==> config.mk <==
export PLATFORM = sky130hd
export DESIGN_NAME = rate_vector_sector_indicator_core_flat
export DESIGN_NICKNAME = d
export VERILOG_FILES = /design/src/rtl/rvsi_pkg.sv /design/src/rtl/rvsi_if.sv /design/src/rtl/rate_vector_sector_indicator_core.sv /design/src/rtl/rvsi_ctrl.sv /design/src/rtl/rvsi_dp.sv /design/src/flat_wrapper.sv
export SDC_FILE = /design/constraint.sdc
export NUM_CORES = 2
export LEC_CHECK = 0
export BUFFER_PORTS_ARGS = -buffer_cell sky130_fd_sc_hd__buf_2
export CORE_MARGIN = 2
export CORE_UTILIZATION = 30
export DETAILED_ROUTE_END_ITERATION = 8
export SLEW_MARGIN = 20
export SYNTH_ARGS = -nofsm -noshare
export SYNTH_HDL_FRONTEND = slang
export SYNTH_HIERARCHICAL = 1
export SYNTH_SLANG_ARGS = --single-unit
==> constraint.sdc <==
create_clock -name clk -period 9.9 [get_ports clk]
set_input_delay 1.98 -clock clk [delete_from_list [all_inputs] [get_ports clk]]
set_output_delay 1.98 -clock clk [all_outputs]
set_load 0.05 [all_outputs]
==> src/rtl/rvsi_pkg.sv <==
// Shared types, constants and the CORDIC arctangent table for the rate vector sector indicator.
`timescale 1ns / 1ps
package rvsi_pkg;

	// Field and register widths
	localparam int RATE_W      = 23;
	localparam int THR_W       = 22;
	localparam int OFF_W       = 16;
	localparam int IDX_W       = 3;
	localparam int CFG_DATA_W  = 22;
	localparam int CFG_INDEX_W = 1;

	// CORDIC sizing: 26 bits hold the negated input times the gain with margin
	localparam int CORDIC_W     = 26;
	localparam int PHASE_W      = 32;
	localparam int CORDIC_STEPS = 28;
	localparam int STEP_W       = 5;

	// Register indexes
	localparam logic [CFG_INDEX_W-1:0] REG_THRESHOLD = 1'd0;
	localparam logic [CFG_INDEX_W-1:0] REG_OFFSET    = 1'd1;

	// Reset values of the registers
	localparam logic [THR_W-1:0] THR_RESET = 22'd50000;
	localparam logic [OFF_W-1:0] OFF_RESET = 16'd16384;

	// Operand select of the shared squaring multiplier
	typedef enum logic [1:0] {
		SQ_X = 2'd0,
		SQ_Y = 2'd1,
		SQ_T = 2'd2
	} sq_sel_t;

	// Commands from controller to datapath
	typedef struct packed {
		logic    load;
		sq_sel_t sq_sel;
		logic    prod_en;
		logic    acc_load;
		logic    acc_add;
		logic    cmp;
		logic    cordic_init;
		logic    cordic_step;
		logic    fin1;
		logic    fin2;
		logic    res_write;
	} rvsi_cmd_t;

	// Status from datapath to controller
	typedef struct packed {
		logic below;
		logic last;
	} rvsi_sts_t;

	// atan(2^-i) as a fraction of a turn, 2^-32 turn units
	function automatic logic [PHASE_W-1:0] atan_turn(input logic [STEP_W-1:0] i);
		logic [PHASE_W-1:0] t;
		case (i)
			5'd0:    t = 32'd536870912;
			5'd1:    t = 32'd316933406;
			5'd2:    t = 32'd167458907;
			5'd3:    t = 32'd85004756;
			5'd4:    t = 32'd42667331;
			5'd5:    t = 32'd21354465;
			5'd6:    t = 32'd10679838;
			5'd7:    t = 32'd5340245;
			5'd8:    t = 32'd2670163;
			5'd9:    t = 32'd1335087;
			5'd10:   t = 32'd667544;
			5'd11:   t = 32'd333772;
			5'd12:   t = 32'd166886;
			5'd13:   t = 32'd83443;
			5'd14:   t = 32'd41722;
			5'd15:   t = 32'd20861;
			5'd16:   t = 32'd10430;
			5'd17:   t = 32'd5215;
			5'd18:   t = 32'd2608;
			5'd19:   t = 32'd1304;
			5'd20:   t = 32'd652;
			5'd21:   t = 32'd326;
			5'd22:   t = 32'd163;
			5'd23:   t = 32'd81;
			5'd24:   t = 32'd41;
			5'd25:   t = 32'd20;
			5'd26:   t = 32'd10;
			5'd27:   t = 32'd5;
			default: t = '0;
		endcase
		return t;
	endfunction

endpackage

==> src/rtl/rvsi_if.sv <==
// Valid/ready channel interfaces for rate samples and sector results.
`timescale 1ns / 1ps
interface rvsi_in_if import rvsi_pkg::*; ();
	logic                     valid;
	logic                     ready;
	logic signed [RATE_W-1:0] x_rate;
	logic signed [RATE_W-1:0] y_rate;

	modport source (output valid, output x_rate, output y_rate, input ready);
	modport sink (input valid, input x_rate, input y_rate, output ready);
endinterface

interface rvsi_out_if import rvsi_pkg::*; ();
	logic             valid;
	logic             ready;
	logic             below_threshold;
	logic             changed;
	logic [IDX_W-1:0] old_index;
	logic [IDX_W-1:0] new_index;

	modport source (output valid, output below_threshold, output changed,
		output old_index, output new_index, input ready);
	modport sink (input valid, input below_threshold, input changed,
		input old_index, input new_index, output ready);
endinterface

==> src/rtl/rate_vector_sector_indicator_core.sv <==
// Top level: XY rate vector to nearest LED sector, with threshold gating.
// Order: accept, squarings, threshold compare, CORDIC, rounding, sector, result.
// Below threshold, CORDIC and sector steps are skipped. No sample is taken until the three
// squarings through one shared multiplier and the 28 CORDIC iterations are done.
// The result register lets the next sample be taken while a result waits.
// Reset: arst_n clears control, the sector (to 0) and the registers to their defaults.
`timescale 1ns / 1ps
module rate_vector_sector_indicator_core import rvsi_pkg::*; #(
	parameter int LED_COUNT  = 8,
	parameter int ANGLE_BITS = 16
) (
	input  logic                   clk,
	input  logic                   arst_n,
	rvsi_in_if.sink                sample,
	rvsi_out_if.source             result,
	input  logic                   cfg_we,
	input  logic [CFG_INDEX_W-1:0] cfg_index,
	input  logic [CFG_DATA_W-1:0]  cfg_wdata
);

	rvsi_cmd_t cmd;
	rvsi_sts_t sts;

	rvsi_ctrl u_ctrl (
		.clk       (clk),
		.arst_n    (arst_n),
		.in_valid  (sample.valid),
		.in_ready  (sample.ready),
		.out_valid (result.valid),
		.out_ready (result.ready),
		.sts       (sts),
		.cmd       (cmd)
	);

	rvsi_dp #(
		.LED_COUNT  (LED_COUNT),
		.ANGLE_BITS (ANGLE_BITS)
	) u_dp (
		.clk             (clk),
		.arst_n          (arst_n),
		.cfg_we          (cfg_we),
		.cfg_index       (cfg_index),
		.cfg_wdata       (cfg_wdata),
		.x_rate          (sample.x_rate),
		.y_rate          (sample.y_rate),
		.cmd             (cmd),
		.sts             (sts),
		.below_threshold (result.below_threshold),
		.changed         (result.changed),
		.old_index       (result.old_index),
		.new_index       (result.new_index)
	);

	// A below-threshold word never moves the sector
	a_below_holds: assert property (@(posedge clk) disable iff (!arst_n)
		(result.valid && result.below_threshold) |->
		(!result.changed && (result.old_index == result.new_index)))
		else $error("below-threshold word reports a sector move");

	// The result register is only loaded when free
	a_res_free: assert property (@(posedge clk) disable iff (!arst_n)
		cmd.res_write |-> (!result.valid || result.ready))
		else $error("result word overwritten before it was taken");

	// No sample is taken while the CORDIC is iterating
	a_busy_no_accept: assert property (@(posedge clk) disable iff (!arst_n)
		cmd.cordic_step |-> !sample.ready)
		else $error("sample accepted during CORDIC iterations");

	// A result is written only after a sample went through the compare
	a_write_after_load: assert property (@(posedge clk) disable iff (!arst_n)
		(sample.valid && sample.ready) |=> !cmd.res_write)
		else $error("result written straight after accept");

endmodule

==> src/rtl/rvsi_ctrl.sv <==
// Sequencing state machine: squaring, threshold compare, CORDIC iterations, result hand-off.
`timescale 1ns / 1ps
module rvsi_ctrl import rvsi_pkg::*; (
	input  logic      clk,
	input  logic      arst_n,
	input  logic      in_valid,
	output logic      in_ready,
	output logic      out_valid,
	input  logic      out_ready,
	input  rvsi_sts_t sts,
	output rvsi_cmd_t cmd
);

	typedef enum logic [8:0] {
		S_IDLE = 9'b000000001,
		S_SQX  = 9'b000000010,
		S_SQY  = 9'b000000100,
		S_SQT  = 9'b000001000,
		S_CMP  = 9'b000010000,
		S_CRD  = 9'b000100000,
		S_FIN1 = 9'b001000000,
		S_FIN2 = 9'b010000000,
		S_RES  = 9'b100000000
	} state_t;

	state_t state_q, state_d;
	logic   out_valid_q;
	logic   res_free;

	// Output register may be refilled when empty or being drained this cycle
	assign res_free  = !out_valid_q || out_ready;
	assign in_ready  = (state_q == S_IDLE);
	assign out_valid = out_valid_q;

	// Next state and commands
	always_comb begin
		state_d = state_q;
		cmd     = '0;
		cmd.sq_sel = SQ_X;
		unique case (state_q)
			S_IDLE: begin
				if (in_valid) begin
					cmd.load = 1'b1;
					state_d  = S_SQX;
				end
			end
			S_SQX: begin
				cmd.sq_sel  = SQ_X;
				cmd.prod_en = 1'b1;
				state_d     = S_SQY;
			end
			S_SQY: begin
				cmd.sq_sel   = SQ_Y;
				cmd.prod_en  = 1'b1;
				cmd.acc_load = 1'b1;
				state_d      = S_SQT;
			end
			S_SQT: begin
				cmd.sq_sel  = SQ_T;
				cmd.prod_en = 1'b1;
				cmd.acc_add = 1'b1;
				state_d     = S_CMP;
			end
			S_CMP: begin
				cmd.cmp         = 1'b1;
				cmd.cordic_init = 1'b1;
				state_d         = sts.below ? S_RES : S_CRD;
			end
			S_CRD: begin
				cmd.cordic_step = 1'b1;
				if (sts.last) begin
					state_d = S_FIN1;
				end
			end
			S_FIN1: begin
				cmd.fin1 = 1'b1;
				state_d  = S_FIN2;
			end
			S_FIN2: begin
				cmd.fin2 = 1'b1;
				state_d  = S_RES;
			end
			S_RES: begin
				if (res_free) begin
					cmd.res_write = 1'b1;
					state_d       = S_IDLE;
				end
			end
			default: state_d = S_IDLE;
		endcase
	end

	// State and output-valid registers
	always_ff @(posedge clk or negedge arst_n) begin
		if (!arst_n) begin
			state_q     <= S_IDLE;
			out_valid_q <= 1'b0;
		end else begin
			state_q <= state_d;
			if (cmd.res_write) begin
				out_valid_q <= 1'b1;
			end else if (out_ready) begin
				out_valid_q <= 1'b0;
			end
		end
	end

endmodule

==> src/rtl/rvsi_dp.sv <==
// Datapath: registers, shared squarer, threshold compare, CORDIC vectoring unit, sector quantiser.
`timescale 1ns / 1ps
module rvsi_dp import rvsi_pkg::*; #(
	parameter int LED_COUNT  = 8,
	parameter int ANGLE_BITS = 16
) (
	input  logic                     clk,
	input  logic                     arst_n,
	input  logic                     cfg_we,
	input  logic [CFG_INDEX_W-1:0]   cfg_index,
	input  logic [CFG_DATA_W-1:0]    cfg_wdata,
	input  logic signed [RATE_W-1:0] x_rate,
	input  logic signed [RATE_W-1:0] y_rate,
	input  rvsi_cmd_t                cmd,
	output rvsi_sts_t                sts,
	output logic                     below_threshold,
	output logic                     changed,
	output logic [IDX_W-1:0]         old_index,
	output logic [IDX_W-1:0]         new_index
);

	localparam int SW     = $clog2(LED_COUNT);
	localparam int MW     = ANGLE_BITS + SW + 1;
	localparam int SQ_W   = 2 * RATE_W;
	localparam logic [PHASE_W-1:0] ROUND_ADD = PHASE_W'(1) << (PHASE_W - 1 - ANGLE_BITS);

	// Configuration and sector state
	logic [THR_W-1:0] thr_q;
	logic [OFF_W-1:0] off_q;
	logic [SW-1:0]    cur_q;

	// Captured sample and magnitude terms
	logic signed [RATE_W-1:0] x_q, y_q;
	logic [RATE_W-1:0]        ax, ay, mul_a;
	logic [SQ_W-1:0]          prod, prod_q, acc_q;
	logic                     below_q;

	// CORDIC registers
	logic signed [CORDIC_W-1:0] cx_q, cy_q, cx_init, cy_init, dx, dy;
	logic [PHASE_W-1:0]         z_q, z_round;
	logic [STEP_W-1:0]          step_q;
	logic                       y_pos;

	// Quantiser
	logic [ANGLE_BITS-1:0] ang, off_s, ang_q;
	logic [MW-1:0]         scaled;
	logic [SW+1:0]         q_inc;
	logic [SW:0]           sect_r;
	logic [SW-1:0]         sect, sect_q;
	logic [SW+2:0]         cur_ext, sect_ext;

	// Register writes
	always_ff @(posedge clk or negedge arst_n) begin
		if (!arst_n) begin
			thr_q <= THR_RESET;
			off_q <= OFF_RESET;
		end else if (cfg_we) begin
			unique case (cfg_index)
				REG_THRESHOLD: thr_q <= cfg_wdata[THR_W-1:0];
				REG_OFFSET:    off_q <= cfg_wdata[OFF_W-1:0];
				default:       ;
			endcase
		end
	end

	// Shared squarer: |x|, |y| and threshold in turn
	assign ax = x_q[RATE_W-1] ? RATE_W'(-x_q) : RATE_W'(x_q);
	assign ay = y_q[RATE_W-1] ? RATE_W'(-y_q) : RATE_W'(y_q);

	always_comb begin
		case (cmd.sq_sel)
			SQ_X:    mul_a = ax;
			SQ_Y:    mul_a = ay;
			SQ_T:    mul_a = {1'b0, thr_q};
			default: mul_a = '0;
		endcase
	end

	assign prod      = SQ_W'(mul_a) * SQ_W'(mul_a);
	assign sts.below = acc_q < prod_q;

	always_ff @(posedge clk) begin
		if (cmd.load) begin
			x_q <= x_rate;
			y_q <= y_rate;
		end
		if (cmd.prod_en) begin
			prod_q <= prod;
		end
		if (cmd.acc_load) begin
			acc_q <= prod_q;
		end else if (cmd.acc_add) begin
			acc_q <= acc_q + prod_q;
		end
		if (cmd.cmp) begin
			below_q <= sts.below;
		end
	end

	// CORDIC start: fold the left half-plane onto the right
	always_comb begin
		cx_init = {{(CORDIC_W-RATE_W){x_q[RATE_W-1]}}, x_q};
		cy_init = {{(CORDIC_W-RATE_W){y_q[RATE_W-1]}}, y_q};
		if (x_q[RATE_W-1]) begin
			cx_init = -cx_init;
			cy_init = -cy_init;
		end
	end

	// One vectoring micro-rotation per cycle
	assign dx       = cy_q >>> step_q;
	assign dy       = cx_q >>> step_q;
	assign y_pos    = !cy_q[CORDIC_W-1] && (cy_q != '0);
	assign sts.last = (step_q == STEP_W'(CORDIC_STEPS - 1));

	always_ff @(posedge clk) begin
		if (cmd.cordic_init) begin
			cx_q   <= cx_init;
			cy_q   <= cy_init;
			z_q    <= x_q[RATE_W-1] ? {1'b1, {(PHASE_W-1){1'b0}}} : '0;
			step_q <= '0;
		end else if (cmd.cordic_step) begin
			if (y_pos) begin
				cx_q <= cx_q + dx;
				cy_q <= cy_q - dy;
				z_q  <= z_q + atan_turn(step_q);
			end else begin
				cx_q <= cx_q - dx;
				cy_q <= cy_q + dy;
				z_q  <= z_q - atan_turn(step_q);
			end
			step_q <= step_q + 1'b1;
		end
	end

	// Round the phase to the angle width and add the scaled offset
	assign z_round = z_q + ROUND_ADD;
	assign ang     = z_round[PHASE_W-1 -: ANGLE_BITS];

	generate
		if (ANGLE_BITS >= OFF_W) begin : g_off_up
			assign off_s = ANGLE_BITS'({off_q, {(ANGLE_BITS-OFF_W+1){1'b0}}} >> 1);
		end else begin : g_off_down
			assign off_s = off_q[OFF_W-1 -: ANGLE_BITS];
		end
	endgenerate

	// Nearest sector, wrapping the top half-sector back to zero
	assign scaled = MW'(ang_q) * MW'(2 * LED_COUNT);
	assign q_inc  = (SW+2)'(scaled[MW-1:ANGLE_BITS]) + (SW+2)'(1);
	assign sect_r = q_inc[SW+1:1];
	assign sect   = (sect_r == (SW+1)'(LED_COUNT)) ? '0 : sect_r[SW-1:0];

	always_ff @(posedge clk) begin
		if (cmd.fin1) begin
			ang_q <= ang + off_s;
		end
		if (cmd.fin2) begin
			sect_q <= sect;
		end
	end

	// Result word and sector state
	assign cur_ext  = {3'b000, cur_q};
	assign sect_ext = {3'b000, sect_q};

	always_ff @(posedge clk or negedge arst_n) begin
		if (!arst_n) begin
			cur_q <= '0;
		end else if (cmd.res_write && !below_q) begin
			cur_q <= sect_q;
		end
	end

	always_ff @(posedge clk) begin
		if (cmd.res_write) begin
			below_threshold <= below_q;
			old_index       <= cur_ext[IDX_W-1:0];
			if (below_q) begin
				changed   <= 1'b0;
				new_index <= cur_ext[IDX_W-1:0];
			end else begin
				changed   <= (cur_q != sect_q);
				new_index <= sect_ext[IDX_W-1:0];
			end
		end
	end

endmodule
==> src/flat_wrapper.sv <==
// flat-port wrapper written by rule: the top's interface ports become plain ports
module rate_vector_sector_indicator_core_flat import rvsi_pkg::*;
#(
	parameter int LED_COUNT  = 8,
	parameter int ANGLE_BITS = 16
)
  (clk, arst_n, cfg_we, cfg_index, cfg_wdata, sample_valid, sample_x_rate, sample_y_rate, sample_ready, result_valid, result_below_threshold, result_changed, result_old_index, result_new_index, result_ready);
  rvsi_in_if sample_i ();
  rvsi_out_if result_i ();
  input  logic clk;
  input  logic arst_n;
  input  logic cfg_we;
  input  logic [CFG_INDEX_W-1:0] cfg_index;
  input  logic [CFG_DATA_W-1:0] cfg_wdata;
  input wire logic [$bits(sample_i.valid)-1:0] sample_valid;
  input wire logic [$bits(sample_i.x_rate)-1:0] sample_x_rate;
  input wire logic [$bits(sample_i.y_rate)-1:0] sample_y_rate;
  output wire logic [$bits(sample_i.ready)-1:0] sample_ready;
  output wire logic [$bits(result_i.valid)-1:0] result_valid;
  output wire logic [$bits(result_i.below_threshold)-1:0] result_below_threshold;
  output wire logic [$bits(result_i.changed)-1:0] result_changed;
  output wire logic [$bits(result_i.old_index)-1:0] result_old_index;
  output wire logic [$bits(result_i.new_index)-1:0] result_new_index;
  input wire logic [$bits(result_i.ready)-1:0] result_ready;
  assign sample_i.valid = sample_valid;
  assign sample_i.x_rate = sample_x_rate;
  assign sample_i.y_rate = sample_y_rate;
  assign sample_ready = sample_i.ready;
  assign result_valid = result_i.valid;
  assign result_below_threshold = result_i.below_threshold;
  assign result_changed = result_i.changed;
  assign result_old_index = result_i.old_index;
  assign result_new_index = result_i.new_index;
  assign result_i.ready = result_ready;
  rate_vector_sector_indicator_core #(.LED_COUNT(LED_COUNT), .ANGLE_BITS(ANGLE_BITS)) u_core (.clk(clk), .arst_n(arst_n), .sample(sample_i), .result(result_i), .cfg_we(cfg_we), .cfg_index(cfg_index), .cfg_wdata(cfg_wdata));
endmodule
# --- Word level (Yosys, flattened, before mapping) ---
# Memories as Yosys holds them, arrays and structs flattened. A register that Yosys moved wholly into a read port is not among the register bits.
# Cells that the tools add are included.
word_totals:
  register_bits: 306
  romBits: 1920
  input_bits: 74
  out_inout_bits: 10
  elab_cells: 119
  n_memories: 2
op_classes:
  add_sub_neg: 15
  multipliers: 1
  magnitude_cmp: 1
  n_eq_ne: 17
  n_shift: 2
  mux: 46
  bitwise_logic: 1
  reduce_logical: 14
memory_table:
  columns: ["name", "depth", "word_bits", "rd", "rd_clocked_by_memory_dff", "write_ports", "line", "rtl"]
  rows:
  - ["(no name shown)", 32, 30, 1, 1, 0, "rvsi_pkg.sv:58", "case (i)"]
  - ["(no name shown)", 32, 30, 1, 1, 0, "rvsi_pkg.sv:58", null]
ops:
  columns: ["op", "n"]
  rows:
  - ["$mux W32", 10]
  - ["$mux W26", 8]
  - ["$mux W46", 2]
  - ["$pmux W9 S9", 1]
  - ["$pmux W23 S3", 1]
  - ["$add A26 B26 Y26", 2]
  - ["$neg A23 Y26", 2]
  - ["$sshr A26 B5 Y26", 2]
  - ["$sub A26 B26 Y26", 2]
  - ["$add A46 B46 Y46", 1]
  - ["$lt A46 B46 Y1", 1]
  - ["$mul A23 B23 Y46", 1]
  - ["$mux W23", 2]
  - ["$neg A23 Y23", 2]
  - ["$mux W9", 4]
  - ["$add A32 B16 Y32 const B", 1]
  - ["$add A32 B32 Y32", 1]
  - ["$sub A32 B32 Y32", 1]
  - ["$reduce_bool A26 Y1", 1]
  - ["$mux W5", 4]
  - ["$add A16 B16 Y16", 1]
  - ["$mux W1", 11]
  - ["$eq A9 B1 Y1 const B", 1]
  - ["$eq A9 B2 Y1 const B", 1]
  - ["other kinds (27)", 34]

# --- Logic depth before layout (Yosys ltp) ---
logic_depth:
  depth_word: 9
  ltp_mapped: 38
  mapped_depth_nobuf: 35

# --- Cells and area by module ---
# The synthesis kept the hierarchy.
modules_own_cells:
  columns: ["module", "n_inst", "cells_each", "area_per_inst_um2", "seq_area_each_um2"]
  rows:
  - ["rvsi_dp", 1, 4609, 41696.2, 8852.2]
  - ["rvsi_ctrl", 1, 65, 650.6, 251.5]

# --- Least setup slack after synthesis ---
# No wires, ideal clock.
synth_timing:
  path_kind: "reg-to-reg"
  from: "register u_core.u_ctrl.state_q[4]"
  to: "register u_core.u_dp.prod_q[38] (data pin)"
  setup_ns: 0.265
  arrival_ns: 9.133
  required_time_ns: 9.635
  slack_ns: 0.502
  stages_incl_launch_ff: 37
  n_path_buf: 5
  period_less_slack_ns: 9.398
  cell_sequence: "dfrtp_1 -> buf_2 -> nor4_4 -> nand2_2 -> nor4b_1 -> buf_4 -> clkbuf_1 -> inv_1 -> clkbuf_1 -> buf_1 -> mux2i_1 -> o22ai_1 -> clkinv_1 -> nor2_1 -> inv_1 -> fa_1 -> inv_1 -> fa_1 -> inv_1 -> fa_1 -> inv_1 -> fa_1 -> fa_1 -> fa_1 -> inv_1 -> fa_1 -> inv_1 -> ha_1 -> a211o_1 -> a21oi_1 -> nand4b_1 -> o21ai_0 -> o31ai_1 -> a221oi_1 -> o31a_1 -> o21ai_0 -> xor2_1"
synth_rtl:
  columns: ["item", "line", "rtl"]
  rows:
  - ["from (decl)", "rvsi_ctrl.sv:26", "state_t state_q, state_d;"]
  - ["from (signal assigned)", "rvsi_ctrl.sv:99", "state_q <= state_d;"]
  - ["to (signal assigned)", "rvsi_dp.sv:88", "prod_q <= prod;"]
  - ["to (decl)", "rvsi_dp.sv:35", "logic [SQ_W-1:0] prod, prod_q, acc_q;"]

# --- Worst setup path in the final report ---
layout_timing:
  from: "register u_core.u_dp.y_q[1]"
  to: "register u_core.u_dp.prod_q[43] (data pin)"
layout_between:
  elab_chain_len: 4
layout_lines:
  columns: ["item", "line", "rtl"]
  rows:
  - ["from (decl)", "rvsi_dp.sv:33", "logic signed [RATE_W-1:0] x_q, y_q;"]
  - ["from (signal assigned)", "rvsi_dp.sv:85", "y_q <= y_rate;"]
  - ["$neg A23 Y23", "rvsi_dp.sv:68", "assign ay = y_q[RATE_W-1] ? RATE_W'(-y_q) : RATE_W'(y_q);"]
  - ["$mux W23 (*)", "rvsi_dp.sv:68", null]
  - ["$pmux W23 S3 (*)", "rvsi_dp.sv:71", "case (cmd.sq_sel)"]
  - ["$mul A23 B23 Y46 (*)", "rvsi_dp.sv:79", "assign prod = SQ_W'(mul_a) * SQ_W'(mul_a);"]
  - ["net u_core.u_dp.prod[43]", "rvsi_dp.sv:35", null]
# Mark *: on every way through the listed nets, which the timed path passes. The rest lies on a longest branch.
# A chain may end at the register's enable or synchronous reset.

==> flow_metrics.tcl <==
set metrics [dict create \
    worst_ep_required_time_ns 10.25 \
    slowest_stage "fa_1" \
    dieArea_sq_um 144000 \
    viasPerCell 5.23 \
    ios 84 \
    relSlewSlack_pct 31.0 \
    route.detailed.drc 0 \
    ys_top_cells_by_count "inv_1, nand2_1, fa_1" \
    worst_pin_slew_ns 1.03 \
    synth.most_common_cell "inv_1" \
    design.core.area_sq_um 140000 \
    syn_avg_cell_area_sq_um 9.06 \
    dp_slack_ns -0.0523 \
    drt_wl_total_um 129000 \
    fin_hold_ws_ns 0.510 \
    die_w_um 380 \
    clk_pin_slew_ns 0.06 \
    max_cap_violations 0 \
    routabilityCongestion 0.944 \
    synth_edf_count 237 \
    overflow 0 \
    synth_top_area_cell "fa_1" \
    slowest_delay_ns 0.54 \
    final-max-slew-violation-count 0 \
    syn_inst 4674 \
    async_flop_share_pct 15.8 \
    start_util_pct 30.3 \
    antenna_found_initial 9 \
    fin_setup_tns_ns 0 \
    synth_area_sq_um 42300 \
    status "finished, final reports clean" \
    grt_use_total_pct 17.7 \
    synth_fp_nets 5507 \
    hp-class "reg -> reg" \
    cts_tree "yes" \
    die_height_um 380 \
    clock-root-buffer "clkbuf_16" \
    crit_fanout 8 \
    critical_path_class "reg -> reg" \
    grt_max_degree 73 \
    cts_made_buffers 42 \
    synth.area.top_cells "fa_1, edfxtp_1, ha_1, inv_1, nand2_1" \
    drt_iter0_drc 2941 \
    clk_path_buf_depth 3 \
    cp-end-kind "register" \
    htreeDepth 2 \
    portBuffers 83 \
    firstDrtPassIters 6 \
    skew_ns 0.0696 \
    grt_pass1_wl_um 203000 \
    layout-drive-gt1-share_pct 10.4 \
    dominantRegCellSynth "edfxtp_1" \
    fin_ws_ns 0.393 \
    hold_violations 0 \
    ys_warn_count 6 \
    max_freq_ghz 0.105 \
    fin_crit_ns 9.51 \
    ys_ff_latch 323 \
    synthToLayoutAreaGrowth_pct 10.7 \
    yosysUniqueCellTypes 112 \
    dpl.hpwl_um 103000 \
    clk_latency_ns 0.66 \
    cts_hold_buf 0 \
    numClockSinks 323 \
    setup_violations 0 \
    setup.worst_path.start_class "register" \
    drt.antenna.violating_nets 0 \
    fin_crit_sh_pct 96.0 \
    ys_seq_area_share_pct 21.5 \
    arrival_ns 9.85 \
    vias 34800 \
    rows 137 \
    grt_pass1_vias 35000 \
    synth_top_area_share_pct 18.5 \
    nets 5561 \
    cpMostUsedCell "fa_1" \
    wl_per_cell_um 19.4 \
]
## placed cells by master, fill, tap and decap left out, types with 35 or more instances in the layout
| cell type | netlist | layout |
|---|---|---|
| inv_1 | 649 | 645 |
| nand2_1 | 437 | 437 |
| fa_1 | 392 | 392 |
| nor2_1 | 389 | 386 |
| ha_1 | 367 | 367 |
| a21oi_1 | 256 | 256 |
| edfxtp_1 | 237 | 237 |
| o21ai_0 | 213 | 212 |
| xnor2_1 | 177 | 177 |
| xor2_1 | 127 | 127 |
| buf_4 | 6 | 118 |
| buf_2 | 22 | 83 |
| nor3_1 | 77 | 77 |
| nand3_1 | 76 | 76 |
| mux2_2 | 67 | 67 |
| a21o_1 | 65 | 65 |
| mux2i_1 | 64 | 64 |
| nand2b_1 | 47 | 47 |
| mux4_2 | 46 | 46 |
| o31ai_1 | 45 | 44 |
| dfrtp_1 | 43 | 43 |
| clkbuf_16 | 0 | 42 |
| nor2b_1 | 38 | 37 |
| a31oi_1 | 36 | 35 |
## per-stage QoR
step                      utilization, %  instance area (sq um)  instances
after detailed placement            32.3                  45200       6555
after CTS                           33.4                  46800       6633
after global routing                33.5                  46900       6639
after floorplan                        -                  42300       4674
final                               33.5                  46900       6640
after global placement              32.3                  45200       6555
## layout make-up
cell class                      instances  area (sq um)
Antenna cell                            2          5.00
Clock buffer                           53          1130
Clock inverter                         25           405
Fill cell                           14400         93000
Inverter                              662          2500
Multi-Input combinational cell       3496         30000
Sequential cell                       323          9110
Tap cell                             1876          2350
Timing Repair Buffer                  203          1340
## logic make-up after synthesis
logic type,after synthesis,synth area share [%]
xor+xnor,304,6.29
simple gates,1293,14.2
buf+inv,855,7.91
mux,190,6.13
compound gates,950,14.6
flops,323,21.5
fa+ha+maj,759,29.4
## sequential cells by signal, indices dropped and copies added (netlist names), 3 cells and up, named ones only
register               flops
u_core/u_dp/new_index      3
u_core/u_dp/old_index      3
u_core/u_dp/cy_q          26
u_core/u_dp/acc_q         46
u_core/u_dp/cur_q          3
u_core/u_dp/x_q           23
u_core/u_dp/ang_q          4
u_core/u_dp/thr_q         22
u_core/u_dp/sect_q         3
u_core/u_dp/prod_q        45
u_core/u_dp/off_q         16
u_core/u_ctrl/state_q      9
u_core/u_dp/step_q         5
u_core/u_dp/y_q           23
u_core/u_dp/z_q           32
u_core/u_dp/cx_q          26
## repair_timing
| action | in CTS | in global routing |
|---|---|---|
| buffers inserted | 0 | 5 |
| gates resized for setup | 2 | 15 |
| pin swaps | 0 | 3 |
| setup endpoints to repair | 6 | 16 |
| cloned | 0 | 0 |
## path summary, 6_finish.rpt
path	cells past startpoint	startpoint	to	slack, ns
hold reg to reg	0	u_core/u_dp/cur_q[0]$_DFFE_PN0P_	u_core/u_dp/old_index[0]$_DFFE_PP_	0.51
hold / removal	0	u_core/u_dp/cur_q[0]$_DFFE_PN0P_	u_core/u_dp/old_index[0]$_DFFE_PP_	0.51
min in group asynchronous	2	arst_n	u_core/u_ctrl/state_q[3]$_DFFE_PN0P_	1.48
setup reg to reg	34	u_core/u_dp/y_q[1]$_DFFE_PP_	u_core/u_dp/prod_q[43]$_DFFE_PP_	0.39
max in group asynchronous	2	arst_n	u_core/u_dp/off_q[5]$_DFFE_PN0P_	7.86
setup / recovery	34	u_core/u_dp/y_q[1]$_DFFE_PP_	u_core/u_dp/prod_q[43]$_DFFE_PP_	0.39
## critical path: cells and delay by family, from the launching register on
family / cells / cell delay, ns
AO/OA/AOI/OAI: 7 / 1.54
adder cells (fa/ha/maj): 9 / 4.16
buffers and inverters: 7 / 0.68
AND/OR/NAND/NOR: 9 / 1.98
flip-flops: 1 / 0.42
XOR/XNOR: 2 / 0.39
## metal layers
metal / up-vias / share of wire, % / GRT usage (%)
li1: 16100 / - / -
met1: 17300 / 45 / 24.7
met2: 1154 / 45 / 28.2
met3: 215 / 6.9 / 2.82
met4: 6 / 3.1 / 5.20
met5: - / 0.023 / 0
Power is left out: the tool's default activity adds up to more than one toggle a clock period on the data nets, which glitch-free logic cannot reach.
